==> config.mk <==
export PLATFORM = sky130hd
export DESIGN_NAME = l2hct_ram
export DESIGN_NICKNAME = d
export VERILOG_FILES = /design/src/l2hct_ram.sv
export SDC_FILE = /design/constraint.sdc
export NUM_CORES = 2
export LEC_CHECK = 0
export ABC_AREA = 0
export BUFFER_PORTS_ARGS = -buffer_cell sky130_fd_sc_hd__buf_2
export CAP_MARGIN = 30
export CORE_ASPECT_RATIO = 0.5
export CORE_UTILIZATION = 57
export CTS_CLUSTER_DIAMETER = 30
export DETAILED_ROUTE_END_ITERATION = 10
export PLACE_DENSITY = 0.81
export SLEW_MARGIN = 20
export SYNTH_ARGS = -nofsm -noshare
export SYNTH_HDL_FRONTEND = slang
export SYNTH_SLANG_ARGS = --single-unit
==> constraint.sdc <==
create_clock -name clk -period 2.7 [get_ports clk]
set_input_delay 0.54 -clock clk [delete_from_list [all_inputs] [get_ports clk]]
set_output_delay 0.54 -clock clk [all_outputs]
set_load 0.005 [all_outputs]
==> src/l2hct_ram.sv <==
`timescale 1ns / 1ps
// ----------------------------------------------------------------------------
// l2hct_ram: generic simple dual-port RAM
// One write port, one read port with registered read data (old data on a
// same-address write in the same cycle).
// ----------------------------------------------------------------------------
module l2hct_ram #(
    parameter int WIDTH = 8,
    parameter int DEPTH = 256,
    localparam int AW   = $clog2(DEPTH)
) (
    input  logic             clk,
    input  logic             we,
    input  logic [AW-1:0]    waddr,
    input  logic [WIDTH-1:0] wdata,
    input  logic             re,
    input  logic [AW-1:0]    raddr,
    output logic [WIDTH-1:0] rdata
);

    logic [WIDTH-1:0] mem [DEPTH];
    logic [WIDTH-1:0] rdata_reg;

    // Write port
    always_ff @(posedge clk)
    begin
        if (we)
        begin
            mem[waddr] <= wdata;
        end
    end

    // Registered read port, held while not enabled
    always_ff @(posedge clk)
    begin
        if (re)
        begin
            rdata_reg <= mem[raddr];
        end
    end

    assign rdata = rdata_reg;

endmodule

==> metrics <==
DRT Pass-1 Iters 8; GR Util met2 49.5%; vias in the first global route 45.0k; Routed WL 220000 microns; H-tree levels 4; CTS Sinks 2056; CP Launch Point raddr[0]; Hold Buf Count CTS 0; post-synthesis sequential area ratio 77.5%; Main synth FF type edfxtp_1; Sequential Power Share 51.6%; Worst VDD drop 0.000788 V; die footprint 141000 sq um; internal power 52700 uW; Root Driver clkbuf_16; CP delay by family, top buffers and inverters; violated checks negative setup slack; Post-DRT Antenna Nets 0; DR vias/cell 6.93; CP Cell Sequence buf_8 > buf_16 > buf_4 > buf_4 > mux4_2 > nor2_1 > a2111oi_1 > nor3_1 > buf_4 > nor4_2; crit path time final 2720 ps; pwr dens 729 nW/um^2; Post-Syn Area per Cell 21.3 sq um; Layout fillers 7612; die height 266 microns; critical path startpoint category primary input; worst-case clock buffer depth 3; status complete, but fails checks; Critical Path AT 3390 ps; share of cells above drive strength 1 33.1%; CP max-delay cell a2111oi_1; hpwl dp 130000 microns; cells on worst reg2reg path 8; reg-to-reg critical path startpoint mem[81][5]; Post-synth top cells edfxtp_1, mux4_2, nor2_1; CP max FO 30; critical path required time 3370 ps; standard-cell rows 96; area grow syn2layout 17.7%; RR Endpoint rdata[5]; count leader, synth edfxtp_1; number of setup violations in the final report 1; Buffers on Ports 34; cell repeated most along the worst path buf_4; HP Class in -> reg; GR peak layer met2; max_slew headroom 40.0%; Nets 4422; Netlist cell types 54; largest net degree at the start of global routing 97; I/O pin count 35; Comb pwr share 5.5%; GR Overflow Total 0; Setup Crit Path Kind in -> reg; r2r setup slk 40 ps; initial antenna violation count 14; Synth Register Bits 2056; Clk pwr share 42.9%; fmax 367 MHz; fin cells 6441; Die W 531 microns; final worst path period share 101%; gpl congestion 0.929; gr usage total 31.6%; sw frac 22.9%; Area contributors post-synth edfxtp_1, mux4_2, mux2i_1, nor2_1, a22oi_1; Avg WL per Cell 34.2 microns; Pleak 0.0304 uW; DR vias 44.6k; met3 Use GR 9.10%; total power 68300 uW; max reg flops 2048; CP bufs+invs 5; CP endpoint rdata[0]; clock skew 59.5 ps; global-route wire length before repair 315000 microns; Starting Density 57.8%; Worst setup EP type flop; top cell type's share of synthesized area 77.5%; Max-Cap Viols 0; core area 138000 sq um; CP max stage delay 810 ps; clock-pin transition on the worst setup and hold timing paths 70 ps; final instance area 93700 sq um; Detailed Route Iter0 Violations 8260; placed cells 6051; Ys Warns 0; CTS Buf Count 204; final worst slack -21.4 ps; Post-Syn Area 79600 sq um; routing usage on met1 41.3%; Synth area leader edfxtp_1; Placed Area 86700 sq um; Skew-Pair Late Insertion Delay 860 ps; Post-synth EDFFs 2056; CTS tree yes; Post-synth ARST share 0%; WP depth 10; Slew @ Worst Pin 898 ps; syn_nets 3760; Final Max Slew Viols 0; Sw Pwr 15600 uW; Post-Synthesis Cells 3733; final hold vios 0; drt drc 0
-- layout by cell type, fill, tap and decap left out, types with 5 or more instances in the layout --
cell type / synthesis / layout
edfxtp_1: 2056 / 2056
buf_4: 27 / 582
mux4_2: 454 / 454
nor2_1: 282 / 279
clkbuf_16: 0 / 205
mux2i_1: 134 / 134
a22oi_1: 133 / 133
a21oi_1: 96 / 96
buf_12: 8 / 73
o221ai_1: 46 / 45
nand3_1: 34 / 34
nand2_1: 33 / 33
o22ai_1: 28 / 28
nor2b_1: 31 / 28
inv_6: 0 / 26
clkinv_2: 0 / 25
clkbuf_1: 111 / 25
clkinv_1: 1 / 24
buf_2: 31 / 23
clkinvlp_4: 0 / 22
nor3_1: 22 / 18
bufinv_16: 0 / 18
clkinv_4: 0 / 17
nor4_1: 24 / 16
a211oi_1: 16 / 16
a221oi_1: 13 / 12
nand4_1: 10 / 10
o211ai_1: 10 / 10
clkinv_8: 0 / 10
nand2b_1: 8 / 8
a22o_1: 8 / 8
nor4_2: 3 / 8
o21ai_0: 10 / 8
clkbuf_8: 0 / 8
diode_2: 0 / 6
and2_1: 6 / 6
inv_8: 0 / 6
o22a_1: 5 / 5
-- worst register-to-register path, stage by stage, from the launching register on --
cell and delay [ps]:
edfxtp_1 440, mux4_2 550, a22o_1 270, a221oi_1 250, buf_4 200, o32ai_2 120, nor3_1 290, buf_4 250
nor4_1 80
-- power by group through the flow --
stage,clock network (uW),logic [uW],registers [uW]
2_1_floorplan,0,1710,35900
3_3_place_gp,0,3400,35900
3_5_place_dp,0,3530,35900
4_1_cts,29400,3650,35200
5_1_grt,30500,3840,35200
6_report,29300,3760,35200
-- stage by stage --
stage	TNS (ps)	util, %	setup WS (ps)	hold WS (ps)
after global routing	-7.11	68.0	-7.11	130
final	-21.4	68.0	-21.4	171
after global placement	-14710	62.8	-1400	1030
after CTS	0	67.9	3.36	119
after floorplan	0	-	83.9	639
after detailed placement	-15780	62.8	-1150	1010
-- worst min path at each step --
stage | from | endpoint | depth (start not counted)
6_report | re | rdata[7] | 1
5_1_grt | re | rdata[7] | 1
4_1_cts | re | rdata[7] | 1
3_5_place_dp | re | rdata[4] | 1
3_3_place_gp | re | rdata[4] | 1
2_1_floorplan | wdata[0] | mem[0][0] | 0
-- cell type report --
type                       instances  area [sq um]  area share (%)
timing repair buffer             689          6110            6.52
sequential                      2056         61700            65.9
inverter                           2          7.51         0.00801
clock buffer                     230          5220            5.57
multi-input combinational       1442         16600            17.7
antenna                            6          15.0          0.0160
clock inverter                   154          1700            1.82
tap                             1862          2330            2.49
-- routing by layer --
layer | vias up | wire length [microns]
met1 | 22367 | 71700
met2 | 4368 | 103000
li1 | 17039 | -
met3 | 825 | 33400
met5 | - | 89
met4 | 14 | 12000
-- what timing repair did --
action,4_1_cts,5_1_grt
setup endpoints to repair,4,6
cloned,0,0
resized for setup,11,11
setup buffers,0,0
pin swaps,2,2
-- kinds of logic (layout without fill, tap and decap cells) --
kind of cell | after synthesis | count (layout) | share of synthesized area (%)
muxes | 591 | 591 | 14.6
and+or+nand+nor | 466 | 466 | 2.63
DFF | 2056 | 2056 | 77.5
other | 0 | 6 | 0
buffers and inverters | 235 | 1075 | 1.83
AOI/OAI and AO/OA | 385 | 385 | 3.42
No activity file was read; power rests on OpenSTA's default activity.
