### src/l2hct_pkg.sv
`timescale 1ns / 1ps
// ----------------------------------------------------------------------------
// l2hct_pkg: shared types and constants for the header compression table
// Item layouts, table entry layout, table geometry and the header hash.
// ----------------------------------------------------------------------------
package l2hct_pkg;

    // Table geometry: one bank of entries per direction
    localparam int ENTRIES_PER_DIRECTION = 256;
    localparam int TABLE_DEPTH           = 2 * ENTRIES_PER_DIRECTION;
    localparam int ADDR_W                = $clog2(TABLE_DEPTH);
    localparam int ID_W                  = $clog2(ENTRIES_PER_DIRECTION);

    // Packet count and the residues kept beside it for the send decision
    localparam int COUNT_W    = 32;
    localparam int MOD_A      = 50;
    localparam int MOD_B      = 20;
    localparam int MOD_C_BITS = 3;
    localparam int MIN_C      = 3;
    localparam int RES_A_W    = $clog2(MOD_A);
    localparam int RES_B_W    = $clog2(MOD_B);

    // Header field widths
    localparam int MAC_W  = 48;
    localparam int TYPE_W = 16;

    // Mode codes
    localparam logic MODE_CLASSIFY   = 1'b0;
    localparam logic MODE_DECOMPRESS = 1'b1;

    typedef struct packed {
        logic              mode;
        logic              direction;
        logic [MAC_W-1:0]  dst_mac;
        logic [MAC_W-1:0]  src_mac;
        logic [TYPE_W-1:0] ether_type;
        logic [ID_W-1:0]   session_id;
    } in_item_t;

    typedef struct packed {
        logic              send_compressed;
        logic [ID_W-1:0]   hash_id;
        logic              collision;
        logic [MAC_W-1:0]  out_dst_mac;
        logic [MAC_W-1:0]  out_src_mac;
        logic [TYPE_W-1:0] out_ether_type;
    } out_item_t;

    // One table entry; an all-zero word is an empty entry
    typedef struct packed {
        logic               valid;
        logic [COUNT_W-1:0] count;
        logic [RES_A_W-1:0] res_a;
        logic [RES_B_W-1:0] res_b;
        logic [MAC_W-1:0]   dst;
        logic [MAC_W-1:0]   src;
        logic [TYPE_W-1:0]  typ;
    } entry_t;

    localparam int ENTRY_W = $bits(entry_t);

    // Entry update and result from the compute stage
    typedef struct packed {
        logic      wr_en;
        entry_t    wr_entry;
        out_item_t res;
    } upd_t;

    // XOR of all header bytes
    function automatic logic [ID_W-1:0] header_hash(
        input logic [MAC_W-1:0]  dst,
        input logic [MAC_W-1:0]  src,
        input logic [TYPE_W-1:0] typ
    );
        logic [ID_W-1:0] h;
        h = '0;
        for (int k = 0; k < MAC_W / 8; k++)
        begin
            h = h ^ dst[k*8 +: 8] ^ src[k*8 +: 8];
        end
        for (int k = 0; k < TYPE_W / 8; k++)
        begin
            h = h ^ typ[k*8 +: 8];
        end
        return h;
    endfunction

endpackage

### src/l2hct_update.sv
`timescale 1ns / 1ps
// ----------------------------------------------------------------------------
// l2hct_update: entry update and result logic
// In classify mode compares the item header with the current entry, advances
// or replaces the count, decides on compression; forms the result item.
// ----------------------------------------------------------------------------
module l2hct_update (
    input  l2hct_pkg::in_item_t          item,
    input  logic [l2hct_pkg::ID_W-1:0]   hash,
    input  l2hct_pkg::entry_t            cur,
    output l2hct_pkg::upd_t              upd
);

    logic                          match;
    logic                          sat;
    logic [l2hct_pkg::COUNT_W-1:0] cnt_next;
    logic [l2hct_pkg::RES_A_W-1:0] res_a_next;
    logic [l2hct_pkg::RES_B_W-1:0] res_b_next;
    logic                          decide;
    l2hct_pkg::entry_t             fresh;
    l2hct_pkg::entry_t             bumped;

    // Compare the stored header
    assign match = cur.valid
                && (cur.dst == item.dst_mac)
                && (cur.src == item.src_mac)
                && (cur.typ == item.ether_type);

    // Advance the count and its residues, saturating at the top
    assign sat = (cur.count == {l2hct_pkg::COUNT_W{1'b1}});

    always_comb
    begin
        cnt_next   = cur.count;
        res_a_next = cur.res_a;
        res_b_next = cur.res_b;
        if (!sat)
        begin
            cnt_next   = cur.count + l2hct_pkg::COUNT_W'(1);
            res_a_next = (cur.res_a == l2hct_pkg::RES_A_W'(l2hct_pkg::MOD_A - 1))
                       ? '0 : cur.res_a + l2hct_pkg::RES_A_W'(1);
            res_b_next = (cur.res_b == l2hct_pkg::RES_B_W'(l2hct_pkg::MOD_B - 1))
                       ? '0 : cur.res_b + l2hct_pkg::RES_B_W'(1);
        end
    end

    // Decide on compression from the new count
    assign decide =
        ((cnt_next > l2hct_pkg::COUNT_W'(l2hct_pkg::MOD_A)) && (res_a_next != '0))
     || ((cnt_next > l2hct_pkg::COUNT_W'(l2hct_pkg::MOD_B)) && (res_b_next != '0))
     || ((cnt_next > l2hct_pkg::COUNT_W'(l2hct_pkg::MIN_C))
         && (cnt_next[l2hct_pkg::MOD_C_BITS-1:0] != '0));

    // New entry for an empty or mismatching slot, count one
    always_comb
    begin
        fresh       = '0;
        fresh.valid = 1'b1;
        fresh.count = l2hct_pkg::COUNT_W'(1);
        fresh.res_a = l2hct_pkg::RES_A_W'(1);
        fresh.res_b = l2hct_pkg::RES_B_W'(1);
        fresh.dst   = item.dst_mac;
        fresh.src   = item.src_mac;
        fresh.typ   = item.ether_type;

        bumped       = cur;
        bumped.count = cnt_next;
        bumped.res_a = res_a_next;
        bumped.res_b = res_b_next;
    end

    // Form the write and the result item
    always_comb
    begin
        upd = '0;
        if (item.mode == l2hct_pkg::MODE_DECOMPRESS)
        begin
            upd.wr_en              = 1'b0;
            upd.wr_entry           = cur;
            upd.res.hash_id        = item.session_id;
            upd.res.out_dst_mac    = cur.dst;
            upd.res.out_src_mac    = cur.src;
            upd.res.out_ether_type = cur.typ;
        end
        else
        begin
            upd.wr_en               = 1'b1;
            upd.wr_entry            = match ? bumped : fresh;
            upd.res.hash_id         = hash;
            upd.res.send_compressed = match && decide;
            upd.res.collision       = cur.valid && !match;
        end
    end

endmodule

### config.mk
export PLATFORM = sky130hd
export DESIGN_NAME = l2hct_update
export DESIGN_NICKNAME = d
export VERILOG_FILES = /design/src/l2hct_pkg.sv /design/src/l2hct_update.sv
export SDC_FILE = /design/constraint.sdc
export NUM_CORES = 1
export LEC_CHECK = 0
export ABC_CLOCK_PERIOD_IN_PS = 2700
export BUFFER_PORTS_ARGS = -buffer_cell sky130_fd_sc_hd__clkbuf_2
export CAP_MARGIN = 20
export CORE_AREA = 2 2 221 223
export DETAILED_ROUTE_END_ITERATION = 8
export DIE_AREA = 0 0 223 225
export GPL_ROUTABILITY_DRIVEN = 0
export SLEW_MARGIN = 20
export SYNTH_ARGS = -nofsm -noshare
export SYNTH_HDL_FRONTEND = slang
export SYNTH_SLANG_ARGS = --single-unit
### constraint.sdc
create_clock -name vclk -period 2.7
set_input_delay 0 -clock vclk [all_inputs]
set_output_delay 0 -clock vclk [all_outputs]
set_load 0.05 [all_outputs]
==> flow_summary.ini <==
[status]
status = complete, but fails checks
failed_checks = negative setup slack

[worst_setup_path]
start_kind = input pin
path_class = input pin to primary output
cpMaxStageDelayCell = or4b_4
critPathMaxStageDelay_ns = 0.50
cp.arrival_ns = 3.04
crit_chain = buf_8 -> buf_6 -> a222oi_1 -> buf_4 -> or4b_4 -> nor4_4 -> nand4_1 -> buf_4 -> or3_4 -> buf_12 -> nor4_4 -> a21o_1 -> buf_12
cp.required_ns = 2.70
path_max_fanout = 6
cp-end-kind = primary output

[flow_run]
maxCapViolCount = 0

[timing]
setup_viol_count_final = 134
finalHoldViolations = 0
fmax_mhz = 329
max_slew_margin = 0.408
worst_pin_slew_ns = 0.889
slew_violations = 0
rsz0062_at_grt = yes
tns_ns = -19.29
min_period_ns = 3.04
setup_slack_ns = -0.340
period_share = 1.13

[logic_synthesis]
ys_seq_area_frac = 0
synth_top_area_frac = 0.116
synthTopCellsByArea = mux2_1 12%, and2_1 10%, mux2_4 8.7%
yosys.area.top_type = mux2_1
syn_area_um2 = 6220
post-synth-top-count-cell = and2_1
ys_warn_count = 0
syn_inst = 920
synth_nets = 1210
synth.distinct_cells = 61
ys_top_cells_by_count = 102 x and2_1, 67 x nand2_1, 64 x mux2_1
post_synth.cell_area_avg_um2 = 6.76

[floorplan]
die_area_um2 = 50200
die_x_um = 223
start_util = 0.131
core_um2 = 47500
core.rowCount = 80
io-pin-count = 565
die_h_um = 225

[drt]
vias = 10692
drt_iter0_markers = 851
firstDrtPassIters = 5
ant_nets = 0
drt_wl_total_um = 55700
drcViolationCount = 0
avgRoutedWirePerCell_um = 24.4
vias_per_cell = 4.69

[grt]
grt.met3_usage = 0.0561
grt_pass1_vias = 10246
grt_use_met1 = 0.251
grt_max_degree = 86
grt_pass1_wl_um = 75200
grt-ovfl-total = 0
grtUsageTotal = 0.205
antenna_found_initial = 2
top_usage_layer = met2
use_met2 = 0.339

[cells_and_area]
drive_above_1_share = 0.622
clock_buffers = 0
seqCellArea_um2 = 0
utilization = 0.312
syn2layout_area_growth_pct = 139
nFillCells = 5022
final_nets = 1955
flops_and_latches = 0

[power]
finalPower_mw = 3.38
p_per_area_nw_per_um2 = 228
max-vdd-ir-drop_mv = 0.0931
cellLeakagePower_nw = 7.10

[place]
portBuffers = 564
hpwlAfterDp_um = 44300

[min_path]
worstHoldPathType = input pin to primary output
-- power breakdown --
| group | internal, mW | switching (mW) | leakage [nW] | total [mW] |
|---|---|---|---|---|
| Clock | 0.0000000990 | 0 | 0.0000127 | 0.0000000991 |
| Sequential | 0 | 0 | 0 | 0 |
| Combinational | 1.37 | 2.02 | 7.10 | 3.38 |
| Total | 1.37 | 2.02 | 7.10 | 3.38 |
-- layout make-up --
cell class	instances	area [um2]	share of cell area
timing repair buffer	811	7120	0.480
multi-input combinational	817	6810	0.459
tap	615	769	0.0519
inverter	35	131	0.00885
antenna	2	5.00	0.000337
-- path summary, 6_finish.rpt --
check,to,cells after the start,start
max,upd[274],13,cur[55]
min,upd[163],4,item[49]
-- worst max-delay path, delay by kind of cell --
kind,cells,cell delay (ns)
AO/OA/AOI/OAI,2,0.58
buffers and inverters,6,0.95
AND/OR/NAND/NOR,5,1.49
-- through the flow --
stage	setup WS [ns]	hold slack [ns]	std cells	area, um2
floorplan	-0.312	0.127	920	6540
global placement	-0.497	0.399	2238	12300
detailed placement	-0.498	0.399	2238	12300
CTS	-0.303	0.388	2269	14300
global route	-0.405	0.390	2280	14800
finish	-0.340	0.374	2280	14800
-- routing by layer --
| metal | vias up | routed length (um) |
|---|---|---|
| li1 | 4834 | - |
| met1 | 5115 | 22200 |
| met2 | 629 | 25800 |
| met3 | 114 | 4910 |
| met4 | 0 | 2810 |
| met5 | - | 0 |
-- cells by family after synthesis --
group	share of synthesized area
AND/OR/NAND/NOR	0.389
AO/OA/AOI/OAI	0.192
multiplexers	0.230
buffers and inverters	0.0724
XOR/XNOR	0.108
adder cells (fa/ha/maj)	0.00805
-- cell usage in the layout, fill, tap and decap left out, types with 13 or more instances in the layout --
cell type / synthesis / layout
buf_12: 0 / 76
nand4_1: 31 / 31
inv_1: 33 / 32
xor2_1: 50 / 50
o21ai_0: 44 / 24
xnor2_1: 27 / 27
o31ai_4: 0 / 22
buf_6: 6 / 23
nand2_1: 67 / 61
o21ai_2: 0 / 23
nor3_1: 16 / 14
mux2_4: 36 / 88
nand2b_1: 29 / 27
nor2b_1: 36 / 33
nand3_1: 26 / 25
and2_1: 102 / 101
mux2_2: 9 / 20
nor4_1: 26 / 21
clkbuf_2: 0 / 406
buf_4: 0 / 199
nor2_1: 60 / 58
buf_8: 0 / 86
a21oi_1: 26 / 13
-- timing repair --
item                       CTS  global route
gates resized for setup    353           197
pin swaps                   16            30
cloned                      12             1
setup buffers               20            17
setup endpoints to repair  149           153
hold buffers                 0             0
(Power assumes the default switching activity.)
